<file path="src/sv/sspq_pkg.sv">
// Shared types, sizes and codes of the stable sorted priority queue.
package sspq_pkg;

    localparam int DEPTH          = 16;
    localparam int PAYLOAD_WIDTH  = 32;
    localparam int PRIORITY_WIDTH = 16;
    localparam int COUNT_W        = $clog2(DEPTH + 1);

    // Operation codes carried in the func field.
    typedef enum logic {
        FUNC_ENQ = 1'b0,
        FUNC_DEQ = 1'b1
    } t_func;

    // Status codes of a result item.
    typedef enum logic [1:0] {
        ST_OK    = 2'd0,
        ST_EMPTY = 2'd1,
        ST_FULL  = 2'd2
    } t_status;

    // One stored entry.
    typedef struct packed {
        logic signed [PRIORITY_WIDTH-1:0] prio;
        logic [PAYLOAD_WIDTH-1:0]         data;
    } t_entry;

    // Command broadcast from the top level to every cell.
    typedef struct packed {
        logic   enq;
        logic   deq;
        t_entry entry;
    } t_cmd;

    // Request item.
    typedef struct packed {
        logic                             func;
        logic signed [PRIORITY_WIDTH-1:0] priority_req;
        logic [PAYLOAD_WIDTH-1:0]         payload;
    } t_in_item;

    // Result item.
    typedef struct packed {
        logic                             out_valid;
        logic [PAYLOAD_WIDTH-1:0]         out_payload;
        logic signed [PRIORITY_WIDTH-1:0] out_priority;
        logic [1:0]                       status;
        logic                             is_empty;
        logic [COUNT_W-1:0]               entry_count;
        logic signed [PRIORITY_WIDTH-1:0] head_priority;
        logic [PAYLOAD_WIDTH-1:0]         head_payload;
    } t_out_item;

endpackage

</file>
<file path="src/sv/sspq_in_if.sv">
// Request channel of the priority queue: valid, ready and one request item.
interface sspq_in_if;
    logic              valid;
    logic              ready;
    sspq_pkg::t_in_item item;

    modport source (output valid, output item, input ready);
    modport sink   (input valid, input item, output ready);
endinterface

</file>
<file path="src/sv/sspq_out_if.sv">
// Result channel of the priority queue: valid, ready and one result item.
interface sspq_out_if;
    logic               valid;
    logic               ready;
    sspq_pkg::t_out_item item;

    modport source (output valid, output item, input ready);
    modport sink   (input valid, input item, output ready);
endinterface

</file>
<file path="src/sv/sspq_cell.sv">
// One slot of the sorted chain: holds an entry and moves it left or right.
module sspq_cell (
    input  logic             i_clk,
    input  sspq_pkg::t_cmd   i_cmd,
    input  logic             i_occ,
    input  logic             i_prev_le,
    input  sspq_pkg::t_entry i_left,
    input  sspq_pkg::t_entry i_right,
    output sspq_pkg::t_entry o_entry,
    output logic             o_le
);

    sspq_pkg::t_entry r_entry;
    sspq_pkg::t_entry n_entry;

    // The entry here stays ahead of a new one when it is stored and not larger.
    assign o_le    = i_occ && (r_entry.prio <= i_cmd.entry.prio);
    assign o_entry = r_entry;

    // Enqueue: keep, take the new entry, or take the left neighbor's entry.
    // Dequeue: take the right neighbor's entry.
    always_comb begin
        n_entry = r_entry;
        if (i_cmd.enq) begin
            if (!o_le) begin
                n_entry = i_prev_le ? i_cmd.entry : i_left;
            end
        end else if (i_cmd.deq) begin
            n_entry = i_right;
        end
    end

    always_ff @(posedge i_clk) begin
        r_entry <= n_entry;
    end

endmodule

</file>
<file path="src/sv/stable_sorted_priority_queue.sv">
// Top level of the stable sorted priority queue built from a chain of cells.
//
//  Port    | Dir | Moves                              | Accepted when
//  i_req   | in  | func, priority_req, payload        | valid && ready
//  o_rsp   | out | status, dequeued entry, head, count | valid && ready
//
// Every accepted request gives one result item in the next cycle, and a new
// request can be accepted in every cycle. The path per cycle is one priority
// compare in each cell and a four-way select of its entry.
// Reset clears the entry count and the result valid flag; stored entries are
// not cleared, since only the first count of them are ever read.
// Requests stall only while a result waits in the output register and the
// result side does not take it.
module stable_sorted_priority_queue (
    input  logic       i_clk,
    input  logic       i_rst_n,
    sspq_in_if.sink    i_req,
    sspq_out_if.source o_rsp
);

    localparam int D = sspq_pkg::DEPTH;
    localparam int CW = sspq_pkg::COUNT_W;

    logic [CW-1:0]       r_count;
    logic [CW-1:0]       n_count;
    logic                r_rsp_valid;
    sspq_pkg::t_out_item r_rsp;
    sspq_pkg::t_out_item n_rsp;

    sspq_pkg::t_cmd      w_cmd;
    sspq_pkg::t_entry    w_entry [D];
    logic                w_le    [D];
    logic                w_accept;
    logic                w_full;
    logic                w_empty;
    logic                w_is_deq;
    sspq_pkg::t_entry    w_head;
    logic                w_sorted;

    assign i_req.ready = !r_rsp_valid || o_rsp.ready;
    assign w_accept    = i_req.valid && i_req.ready;
    assign w_full      = (r_count == CW'(D));
    assign w_empty     = (r_count == '0);
    assign w_is_deq    = (i_req.item.func == sspq_pkg::FUNC_DEQ);

    // Command seen by every cell.
    always_comb begin
        w_cmd.enq        = w_accept && !w_is_deq && !w_full;
        w_cmd.deq        = w_accept && w_is_deq && !w_empty;
        w_cmd.entry.prio = i_req.item.priority_req;
        w_cmd.entry.data = i_req.item.payload;
    end

    // Chain of cells; each sees its neighbors and whether it holds an entry.
    for (genvar g = 0; g < D; g++) begin : g_cell
        sspq_cell u_cell (
            .i_clk     (i_clk),
            .i_cmd     (w_cmd),
            .i_occ     (r_count > CW'(g)),
            .i_prev_le ((g == 0) ? 1'b1 : w_le[(g == 0) ? 0 : g - 1]),
            .i_left    ((g == 0) ? w_cmd.entry : w_entry[(g == 0) ? 0 : g - 1]),
            .i_right   ((g == D - 1) ? w_entry[g] : w_entry[(g == D - 1) ? g : g + 1]),
            .o_entry   (w_entry[g]),
            .o_le      (w_le[g])
        );
    end

    // Entry count after the operation.
    always_comb begin
        n_count = r_count;
        if (w_cmd.enq) begin
            n_count = r_count + CW'(1);
        end else if (w_cmd.deq) begin
            n_count = r_count - CW'(1);
        end
    end

    // Head entry after the operation, taken from where cell zero will load it.
    always_comb begin
        w_head = w_entry[0];
        if (w_cmd.deq) begin
            w_head = w_entry[1];
        end else if (w_cmd.enq && !w_le[0]) begin
            w_head = w_cmd.entry;
        end
    end

    // Result item.
    always_comb begin
        n_rsp              = '0;
        n_rsp.status       = sspq_pkg::ST_OK;
        if (w_is_deq) begin
            if (w_empty) begin
                n_rsp.status = sspq_pkg::ST_EMPTY;
            end else begin
                n_rsp.out_valid    = 1'b1;
                n_rsp.out_payload  = w_entry[0].data;
                n_rsp.out_priority = w_entry[0].prio;
            end
        end else if (w_full) begin
            n_rsp.status = sspq_pkg::ST_FULL;
        end
        n_rsp.is_empty    = (n_count == '0);
        n_rsp.entry_count = n_count;
        if (n_count != '0) begin
            n_rsp.head_priority = w_head.prio;
            n_rsp.head_payload  = w_head.data;
        end
    end

    // Control state.
    always_ff @(posedge i_clk) begin
        if (!i_rst_n) begin
            r_count     <= '0;
            r_rsp_valid <= 1'b0;
        end else begin
            r_count <= n_count;
            if (w_accept) begin
                r_rsp_valid <= 1'b1;
            end else if (o_rsp.ready) begin
                r_rsp_valid <= 1'b0;
            end
        end
    end

    // Result register.
    always_ff @(posedge i_clk) begin
        if (w_accept) begin
            r_rsp <= n_rsp;
        end
    end

    assign o_rsp.valid = r_rsp_valid;
    assign o_rsp.item  = r_rsp;

    // Stored entries are in nondecreasing priority order.
    always_comb begin
        w_sorted = 1'b1;
        for (int k = 1; k < D; k++) begin
            if ((r_count > CW'(k)) && (w_entry[k].prio < w_entry[k-1].prio)) begin
                w_sorted = 1'b0;
            end
        end
    end

    a_count_range: assert property (@(posedge i_clk) disable iff (!i_rst_n)
        r_count <= CW'(D))
        else $error("entry count above depth");

    a_sorted: assert property (@(posedge i_clk) disable iff (!i_rst_n)
        w_sorted)
        else $error("stored entries out of order");

    a_count_step: assert property (@(posedge i_clk) disable iff (!i_rst_n)
        w_cmd.enq |=> (r_count == $past(r_count) + CW'(1)))
        else $error("enqueue did not add one entry");

    a_deq_result: assert property (@(posedge i_clk) disable iff (!i_rst_n)
        w_cmd.deq |=> (r_rsp.out_valid && r_rsp.status == sspq_pkg::ST_OK))
        else $error("dequeue result not flagged valid");

endmodule
</file>
<file path="src/flat_wrapper.sv">
// flat-port wrapper written by rule: the top's interface ports become plain ports
module stable_sorted_priority_queue_flat 
  (i_clk, i_rst_n, i_req_valid, i_req_item, i_req_ready, o_rsp_valid, o_rsp_item, o_rsp_ready);
  sspq_in_if i_req_i ();
  sspq_out_if o_rsp_i ();
  input  logic i_clk;
  input  logic i_rst_n;
  input wire logic [$bits(i_req_i.valid)-1:0] i_req_valid;
  input wire logic [$bits(i_req_i.item)-1:0] i_req_item;
  output wire logic [$bits(i_req_i.ready)-1:0] i_req_ready;
  output wire logic [$bits(o_rsp_i.valid)-1:0] o_rsp_valid;
  output wire logic [$bits(o_rsp_i.item)-1:0] o_rsp_item;
  input wire logic [$bits(o_rsp_i.ready)-1:0] o_rsp_ready;
  assign i_req_i.valid = i_req_valid;
  assign i_req_i.item = i_req_item;
  assign i_req_ready = i_req_i.ready;
  assign o_rsp_valid = o_rsp_i.valid;
  assign o_rsp_item = o_rsp_i.item;
  assign o_rsp_i.ready = o_rsp_ready;
  stable_sorted_priority_queue u_core (.i_clk(i_clk), .i_rst_n(i_rst_n), .i_req(i_req_i), .o_rsp(o_rsp_i));
endmodule
</file>
<file path="config.mk">
export PLATFORM = sky130hd
export DESIGN_NAME = stable_sorted_priority_queue_flat
export DESIGN_NICKNAME = d
export VERILOG_FILES = /design/src/sv/sspq_pkg.sv /design/src/sv/sspq_in_if.sv /design/src/sv/sspq_out_if.sv /design/src/sv/sspq_cell.sv /design/src/sv/stable_sorted_priority_queue.sv /design/src/flat_wrapper.sv
export SDC_FILE = /design/constraint.sdc
export NUM_CORES = 2
export LEC_CHECK = 0
export BUFFER_PORTS_ARGS = -buffer_cell sky130_fd_sc_hd__buf_2
export CORE_MARGIN = 2
export CORE_UTILIZATION = 55
export CTS_CLUSTER_SIZE = 24
export DETAILED_ROUTE_END_ITERATION = 16
export PLACE_DENSITY = 0.69
export SYNTH_ARGS = -nofsm -noshare
export SYNTH_HDL_FRONTEND = slang
export SYNTH_SLANG_ARGS = --single-unit
</file>
<file path="constraint.sdc">
create_clock -name i_clk -period 8.9 [get_ports i_clk]
set_clock_uncertainty 0.1 [all_clocks]
set_input_delay 0.89 -clock i_clk [delete_from_list [all_inputs] [get_ports i_clk]]
set_output_delay 0.89 -clock i_clk [all_outputs]
set_load 0.01 [all_outputs]
</file>
# == After elaboration in Yosys (flattened, before gate mapping) ==
# Index checks and enable logic that the tools add are counted.
# word_totals
ff_bits,879
latchBits,0
ramBits,0
romBits,0
n_memories,0
# classes
addsub,2
multipliers,0
div,0
order_cmp,32
eq_ne,16
shifts,0
muxes,70
n_bitwise,2
reduce_logical,50
# op_table
cell,count
$mux W48,62
$le A16 B16 Y1,16
$mux W49,1
$gt A5 B4 Y1 const B,8
$reduce_and A2 Y1,16
$ne A2 B2 Y1 const B,15
$logic_and A1 B1 Y1,22
$gt A5 B3 Y1 const B,4
$gt A5 B1 Y1 const B,2
$gt A5 B2 Y1 const B,2
$logic_not A5 Y1,2
$mux W5,2
$add A5 B1 Y5 const B,1
$eq A5 B5 Y1 const B,1
$logic_not A1 Y1,5
$reduce_bool A5 Y1,1
$sub A5 B1 Y5 const B,1
$mux W2,2
$reduce_bool A2 Y1,2
$mux W1,3
$not A1 Y1,2
$reduce_or A2 Y1,1
$logic_or A1 B1 Y1,1

# == Logic depth before layout (Yosys ltp) ==
# depth
word_depth,8
depth_mapped,12
depth_no_buf,9

# == Cells and area by module ==
# Synthesis repeated with hierarchy kept, for this count alone.
# hier_totals
hier_cells,4952
area_unflattened_um2,51884.8
# by_module_without_submodules
mod,n_inst,cells_per_inst,area_each_um2
sspq_cell at u_core.g_cell[0].u_cell ...,10,277,2892.8
sspq_cell at u_core.g_cell[4].u_cell ...,6,271,2855.2
stable_sorted_priority_queue,1,556,5825.6

# == Worst setup path after synthesis ==
# No wires, ideal clock.
# synth_timing
kind,input port to flip-flop
from,input i_req_item[43]
to,register u_core.g_cell[3].u_cell.r_entry (netlist bit u_core.g_cell[3].u_cell.o_entry[0]) (enable)
setup_ns,0.520
arrival_ns,6.357
required_time_ns,8.280
slack_ns,1.923
cell_stages,11
n_path_buf,2
cell_sequence,inv_1 -> ha_1 -> nand2_1 -> o21ai_0 -> a211oi_1 -> nor3_1 -> o211a_1 -> clkbuf_1 -> buf_1 -> nor3_1 -> o21ai_0
# synth_between
elab_chain_cells,4
# synth_rtl
element,line_no,text
from (decl),flat_wrapper.sv:9,input wire logic [$bits(i_req_i.item)-1:0] i_req_item;
$le A16 B16 Y1,sspq_cell.sv:17,assign o_le = i_occ && (r_entry.prio <= i_cmd.entry.prio);
$logic_and A1 B1 Y1,sspq_cell.sv:17,
$ne A2 B2 Y1 (no line),-,
$reduce_and A2 Y1 (no line),-,
to (signal assigned),sspq_cell.sv:34,r_entry <= n_entry;
to (decl),sspq_cell.sv:13,sspq_pkg::t_entry r_entry;
# No other way between the ends.
# A chain may end at the register's enable or synchronous reset.

# == Worst setup path in the final report ==
# layout_timing
from,input i_req_item[46]
to,register u_core.g_cell[9].u_cell.r_entry (netlist bit u_core.g_cell[9].u_cell.o_entry[23]) (enable)
# layout_between
elab_chain_cells,4
# layout_rtl
element,line_no
$le A16 B16 Y1,sspq_cell.sv:17
$logic_and A1 B1 Y1,sspq_cell.sv:17
$ne A2 B2 Y1 (no line),-
$reduce_and A2 Y1 (no line),-
to (signal assigned),sspq_cell.sv:34
to (decl),sspq_cell.sv:13
# No other way between the ends.

==> metrics.md <==
| Metric | Value |
|---|---|
| Top-area cell type share of the netlist area | `0.516` |
| CTS buffer count | `97` |
| Largest net degree at the start of global routing | `193` |
| Final WL | `190 mm` |
| Die ar. | `94800 um2` |
| Worst-margin pin slew | `1530 ps` |
| Commonest cells after routing, fill and taps aside | `873 x edfxtp_1, 425 x nor2_1, 288 x nand2_1` |
| Vias/cell | `7.42` |
| H-Tree Depth | `3` |
| Hpwl dp | `116 mm` |
| Setup ws final | `3360 ps` |
| Setup crit end kind | `flop` |
| Min-Delay Path Depth | `3` |
| Setup bufs post-CTS | `0` |
| Worst EP arrival | `5780 ps` |
| Synthesized area | `50800 um2` |
| Crit path largest cell delay | `920 ps` |
| Clk pin slew, worst setup/hold paths | `60 ps` |
| Setup TNS Final | `0 ps` |
| Peak Freq | `181 MHz` |
| Met2 global-route usage | `0.571` |
| Grt ovf | `0` |
| Vias | `43200` |
| Share of cells above drive strength 1 | `0.150` |
| Drt drc | `0` |
| Post-Syn Instances | `4658` |
| Post-synth EDFFs | `873` |
| Number of antenna violations at the first check in global routing | `3` |
| Leak | `20.7 nW` |
| Longest Clk Path Bufs | `3` |
| FFs w/ async S/R, synth | `0` |
| FF-to-FF End | `u_core.g_cell[1].u_cell.o_entry[14]` |
| Fin. max-slew vios | `22` |
| Synth Register Bits | `879` |
| WP buf/inv | `4` |
| CTS Sinks | `879` |
| Gpl congestion | `1.01` |
| Dpl ws | `2890 ps` |
| Ports | `160` |
| Crit path kind | `in2reg` |
| IR drop worst, VDD | `0.166 mV` |
| Iteration-0 DRC Markers | `7130` |
| Synth Flop Type | `edfxtp_1` |
| Area delta synth->final | `9.23%` |
| M3 GR Usage | `0.103` |
| ANT nets after route | `0` |
| Syn nets | `4972` |
| Final hold vios | `0` |
| First-pass GRT wire length | `274 mm` |
| Worst-path cell chain | `buf_2, inv_1, ha_1, nand3_1, nor3_1, o311ai_1, a221oi_1, nor3_2, buf_4, o21ai_4, buf_4` |
| Tightest Hold Check Type | `in2reg` |
| CP max stage cell | `o21ai_4` |
| Failing checks | `max-capacitance violations, max-slew violations` |
| Status | `finished with violations` |
| Critical path startpoint category | `primary input` |
| Met1 GRT Util | `0.539` |
| # setup viols final | `0` |
| Worst path top cell family by delay | `buffers and inverters` |
| Clock latency on the worst-skew pair | `710 ps` |
| RSZ-0062 raised after global routing | `false` |
| Min Tclk post-route | `5540 ps` |
| Die W | `308 um` |
| R2R Setup Slk | `3680 ps` |
| Initial cell density of the core | `0.555` |
| Rows | `111` |
| Reg2reg start | `u_core.r_count[0]` |
| Overall routing resource usage | `0.390` |
| Critical Path Fanout Max | `49` |
| Global routing's busiest layer | `met2` |
| Pwr dens | `260 nW/um2` |
| CTS tree | `yes` |
| Netlist cell types | `70` |
| Maximum Capacitance Violations | `1` |
| Avg WL per Cell | `32.6 um` |
| R2R cell count | `9` |
| Period utilization | `0.622` |
| Synth area leaders | `edfxtp_1 52%, ha_1 6.4%, o221a_2 4.3%` |
| Core area | `91500 um2` |
| Final nets | `4870` |
| Slew Limit Headroom | `-0.0226` |
| YS warnings | `0` |
| Worst Path Required | `9140 ps` |
| Most common cell after layout, fill and taps aside | `edfxtp_1` |
| Height of the die | `308 um` |
| Hold buffers post-CTS | `0` |
| Most frequent CP cell | `buf_4` |
| I/O Buffers | `159` |
| Worst Hold Launch | `i_req_valid` |
| Root Buffer | `clkbuf_16` |
| Register area share after synthesis | `0.519` |
| PostCTS Resize Cnt | `0` |
| Drt first pass iters | `9` |
| Area leader, netlist | `edfxtp_1` |
| Hold endpoint | `u_core.o_rsp.valid` |
| Post-Syn Area per Cell | `10.9 um2` |
| Vias in the first global route | `40900` |
==> where the power goes <==
group / internal [mW] / total [mW] / leakage [nW] / switching [mW]
Sequential: 5.69 / 6.30 / 8.36 / 0.613
Combinational: 1.29 / 4.14 / 10.9 / 2.84
Clock: 2.23 / 4.00 / 1.48 / 1.77
==> stage by stage <==
stage | hold slack [ps] | cells | power [mW] | area (um2) | utilization
3_3_place_gp | 419 | 5642 | 10.2 | 52400 | 0.573
3_5_place_dp | 448 | 5642 | 10.3 | 52400 | 0.573
6_report | 346 | 5819 | 14.4 | 55500 | 0.606
2_1_floorplan | 430 | 4658 | 8.61 | 50800 | -
5_1_grt | 386 | 5818 | 14.8 | 55500 | 0.606
4_1_cts | 328 | 5817 | 14.2 | 55500 | 0.606
==> state kept, by name, indices dropped and copies added, names as in the netlist <==
| signal | flops |
|---|---|
| u_core.o_rsp.item | 105 |
| u_core.g_cell.u_cell.o_entry | 768 |
| u_core.r_count | 5 |
| u_core.o_rsp.valid | 1 |
==> worst max-delay path by stage <==
stage | from | end | slack (ps) | cells past startpoint
finish | i_req_item[46] | u_core.g_cell[9].u_cell.o_entry[23] | 3360 | 11
global route | i_req_item[46] | u_core.g_cell[9].u_cell.o_entry[46] | 3300 | 11
CTS | i_req_item[46] | u_core.g_cell[9].u_cell.o_entry[46] | 3580 | 11
detailed placement | i_req_item[46] | u_core.g_cell[9].u_cell.o_entry[24] | 2890 | 11
global placement | i_req_item[46] | u_core.g_cell[9].u_cell.o_entry[24] | 3000 | 11
floorplan | i_req_item[43] | u_core.g_cell[3].u_cell.o_entry[0] | 1920 | 11
==> final cells by class <==
cell class	count	area (um2)
repair buffers	250	1500
clock buffers	130	2600
diodes	1	2.50
inverters	108	408
clock inverters	45	445
multi-input cells	3220	22700
flip-flops and latches	879	26300
well taps	1186	1480
fillers	7513	36100
==> cells in the mapped netlist, types with 144 or more instances <==
cell / number
clkbuf_1: 351
nand2b_1: 196
a21oi_1: 162
edfxtp_1: 873
a221o_1: 144
o221a_2: 193
o21ai_0: 183
a211oi_1: 149
and3_1: 149
ha_1: 261
nor2_1: 428
nand2_1: 300
==> logic make-up (layout without fill, tap and decap cells) <==
family                     count (synthesis)  after routing  share of synthesized area
xor gates and xnor gates                   3              3                   0.000518
DFF                                      879            879                      0.519
muxes                                    148            148                     0.0304
and+or+nand+nor                         1451           1451                      0.140
adders and majority gates                261            261                     0.0643
buffers and inverters                    559            533                     0.0432
AOI/OAI and AO/OA                       1357           1357                      0.203
other                                      0              1                          0
==> tightest hold or removal path: stages <==
cell and delay (ps):
buf_2 100, inv_1 40, a21boi_0 70
==> per-layer routing <==
layer  vias up  part of all wire  routed length (um)
li1      18000                 -                   -
met1     21000              0.39               73200
met2      3507              0.43               81300
met3       623              0.13               25600
met4         2             0.051                9720
met5         -           0.00031                  59
Note: power is estimated with default switching activity, not from simulation.
